## src/hw/rtl/udpq_ram.sv

```systemverilog
`timescale 1ns / 1ps
`default_nettype none
// ----------------------------------------------------------------------------
// udpq_ram
// Generic single-port-write, single-read RAM with a registered read.
// ----------------------------------------------------------------------------
module udpq_ram #(
    parameter int WIDTH = 8,
    parameter int DEPTH = 16
) (
    input  wire logic                     i_clk,
    input  wire logic                     i_we,
    input  wire logic [$clog2(DEPTH)-1:0] i_waddr,
    input  wire logic [WIDTH-1:0]         i_wdata,
    input  wire logic [$clog2(DEPTH)-1:0] i_raddr,
    output logic      [WIDTH-1:0]         o_rdata
);
    logic [WIDTH-1:0] r_mem [DEPTH];

    // Write port and registered read port.
    always_ff @(posedge i_clk) begin
        if (i_we) begin
            r_mem[i_waddr] <= i_wdata;
        end
        o_rdata <= r_mem[i_raddr];
    end
endmodule
`default_nettype wire

```

## config.mk

```make
export PLATFORM = sky130hd
export DESIGN_NAME = udpq_ram
export DESIGN_NICKNAME = d
export VERILOG_FILES = /design/src/hw/rtl/udpq_ram.sv
export SDC_FILE = /design/constraint.sdc
export NUM_CORES = 1
export LEC_CHECK = 0
export BUFFER_PORTS_ARGS = -buffer_cell sky130_fd_sc_hd__buf_2
export CAP_MARGIN = 20
export CELL_PAD_IN_SITES_DETAIL_PLACEMENT = 1
export CELL_PAD_IN_SITES_GLOBAL_PLACEMENT = 2
export CORE_MARGIN = 2
export CORE_UTILIZATION = 48
export CTS_BUF_LIST = sky130_fd_sc_hd__clkbuf_16
export DETAILED_ROUTE_END_ITERATION = 8
export GPL_ROUTABILITY_DRIVEN = 1
export PLACE_DENSITY_LB_ADDON = 0.12
export SLEW_MARGIN = 20
export SYNTH_ARGS = -nofsm -noshare
export SYNTH_HDL_FRONTEND = slang
export SYNTH_SLANG_ARGS = --single-unit
```

## constraint.sdc

```tcl
create_clock -name i_clk -period 2.5 [get_ports i_clk]
set_input_delay 0.625 -clock i_clk [delete_from_list [all_inputs] [get_ports i_clk]]
set_output_delay 0.625 -clock i_clk [all_outputs]
set_load 0.05 [all_outputs]
```

==> results_dict.tcl <==
set metrics [dict create \
    p_leak_nw 2.12 \
    syn_area_per_cell_sq_um 22.5 \
    syn_nets 247 \
    routedWlPerCell_um 23.1 \
    fin_util_pct 59.1 \
    synth_common_cells "128 x edfxtp_1, 18 x mux4_2, 16 x a22oi_1" \
    cts_max_level 4 \
    rr_endpoint "o_rdata[2]" \
    max_freq_mhz 586 \
    cts-buffers-inserted 17 \
    maxCapViolCount 0 \
    hold_viol 0 \
    fin_crit_sh_pct 68.2 \
    place_hpwl_mm 6.54 \
    yosysMostFrequentCell "edfxtp_1" \
    skew_ns 0.00744 \
    pwr-share-comb_pct 5.4 \
    setup_viol 0 \
    start_util_pct 49.6 \
    power.total_mw 5.34 \
    synthCells 229 \
    crit_type "primary input to flip-flop" \
    route.detailed.drc 0 \
    grtUsageTotal_pct 19.5 \
    tns_ns 0 \
    cp.required_ns 2.80 \
    synthToLayoutAreaGrowth_pct 19.0 \
    drive_above_1_share_pct 31.3 \
    start_kind "primary input" \
    preCtsSetupSlack_ns 0.352 \
    final.min_clock_period_ns 1.71 \
    synth.area.top_cells "edfxtp_1 75%, mux4_2 7.9%, mux4_1 7.1%" \
    die_w_um 108 \
    p_sw_share_pct 19.7 \
    path_buf_inv 2 \
    max_stage_delay_ns 0.60 \
    antenna_found_initial 0 \
    antenna_cells 0 \
    dieHeight_um 108 \
    portBuffers 25 \
    grt.overflow.total 0 \
    insertion_delay_ns 0.42 \
    r2r-start "r_mem[0][2]" \
    ys_ff_latch 136 \
    totalWireLength_mm 9.99 \
    pin_count 26 \
    synth_top_area_share_pct 74.7 \
    ir_drop_uv 506 \
    cts_tree "yes" \
    crit_chain "buf_2 -> buf_12 -> mux4_1 -> a22oi_1 -> nand2_1" \
    cts_sinks 136 \
    drtIter0Drc 148 \
    clkSlewWorstSetupHoldPaths_ns 0.06 \
    grt_pass1_vias 2536 \
    synth_area_sq_mm 0.00515 \
    slew_viol_final 0 \
    rsz0062_at_grt "no" \
    r2r_slack_ns 1.12 \
    hold_depth 1 \
    p_clk_share_pct 46.6 \
    holdPathEnd "r_mem[7][0]" \
    yosysUniqueCellTypes 19 \
    postCtsSetupBuffers 0 \
    intPower_mw 4.29 \
    critPathMaxFanout 32 \
    yosysTopAreaCell "edfxtp_1" \
    cp_slowest_cell "mux4_1" \
    grt_pass1_wl_mm 15.6 \
    powerDensity_mw_per_mm2 872 \
    seq_area_frac_synth_pct 77.8 \
    finalNonFillerCells 433 \
    slew_headroom_pct 68.7 \
    ys_async_sr_fraction_pct 0 \
    via_per_inst 5.66 \
    drt-pass1-iter-count 7 \
    worstMarginPinSlew_ns 0.469 \
    placeableCoreArea_sq_mm 0.0104 \
    synth_ff_type "edfxtp_1" \
    rr_worst_depth 3 \
    status "completed" \
    ctsResizeCount 0 \
    crit_family "multiplexers" \
    place_inst 402 \
    grt_max_degree 33 \
    gp_congestion 0.724 \
    hold_path_class "primary input to flip-flop" \
    cts_max_path_buffers 2 \
    worst_slack_ns 0.795 \
    cp-end-kind "flip-flop" \
    p_switching_mw 1.06 \
    pwr-share-seq_pct 48.0 \
    ant_nets 0 \
    cts_hold_buf 0 \
    vias 2449 \
    worstPathArrival_ns 2.00 \
    root_buffer "clkbuf_16" \
    nets 303 \
    holdCritStartpoint "i_wdata[0]" \
    synth_edf_count 128 \
    rows 37 \
    dieArea_sq_mm 0.0116 \
    synth.yosys.warnings 0 \
]
[per-stage QoR]
| step | hold slack [ns] | instance area (sq um) |
|---|---|---|
| floorplan | 0.629 | 5150 |
| detailed placement | 0.673 | 5530 |
| finish | 0.593 | 6130 |
| global route | 0.604 | 6130 |
| CTS | 0.579 | 6130 |
| global placement | 0.660 | 5530 |
[power by group through the flow]
| stage | combinational (mW) | clock (mW) | sequential [mW] |
|---|---|---|---|
| after floorplan | 0.129 | 0 | 2.66 |
| after global placement | 0.285 | 0 | 2.61 |
| after detailed placement | 0.292 | 0 | 2.61 |
| after CTS | 0.292 | 2.52 | 2.57 |
| after global routing | 0.312 | 2.61 | 2.57 |
| final | 0.287 | 2.49 | 2.57 |
[sequential cells by signal (all words and copies together) (netlist names)]
signal and flops:
r_mem 128, o_rdata 8
[worst max path at each step]
stage                     from          end  cells past startpoint
floorplan           i_waddr[2]  r_mem[0][0]                      2
global placement    i_raddr[1]   o_rdata[6]                      5
detailed placement  i_raddr[1]   o_rdata[7]                      5
CTS                 i_raddr[1]   o_rdata[7]                      5
global route        i_raddr[1]   o_rdata[6]                      5
finish              i_raddr[0]   o_rdata[2]                      5
[per-layer routing]
| metal | global-route usage, % | vias up | routed length, um |
|---|---|---|---|
| li1 | - | 1084 | - |
| met1 | 27.5 | 1297 | 4640 |
| met2 | 29.6 | 53 | 4830 |
| met3 | 4.18 | 15 | 335 |
| met4 | 8.88 | 0 | 183 |
| met5 | 0 | - | 0 |
[cells in the final DEF, fill, tap and decap left out, drive strengths merged]
cell type  Yosys  layout
clkinvlp       0       1
mux4          32      32
nand3          1       1
nor2b          1       1
dfxtp          8       8
edfxtp       128     128
or3b           1       1
clkbuf         0      17
nand3b         2       2
and2b          1       1
nand2          9       9
a22oi         16      16
inv            0       4
nor2          13      13
clkinv         0       5
bufinv         0       4
and2           1       1
nor3           4       4
nand2b         2       2
buf            7      47
[layout make-up]
cell class | count | area [sq um]
clock buffer | 17 | 425
clock inverter | 14 | 168
fill | 884 | 4240
multi-input combinational | 83 | 1060
sequential | 136 | 4000
tap | 136 | 170
timing repair buffer | 47 | 303
[cells by family (layout without fill, tap and decap cells)]
group	count (synthesis)	count (layout)	share of synthesized area, %
mux	32	32	15.0
buf+inv	10	78	1.68
compound gates	16	16	2.33
flops	136	136	77.8
simple gates	35	35	3.18
Note: power is estimated with default switching activity, not from simulation.
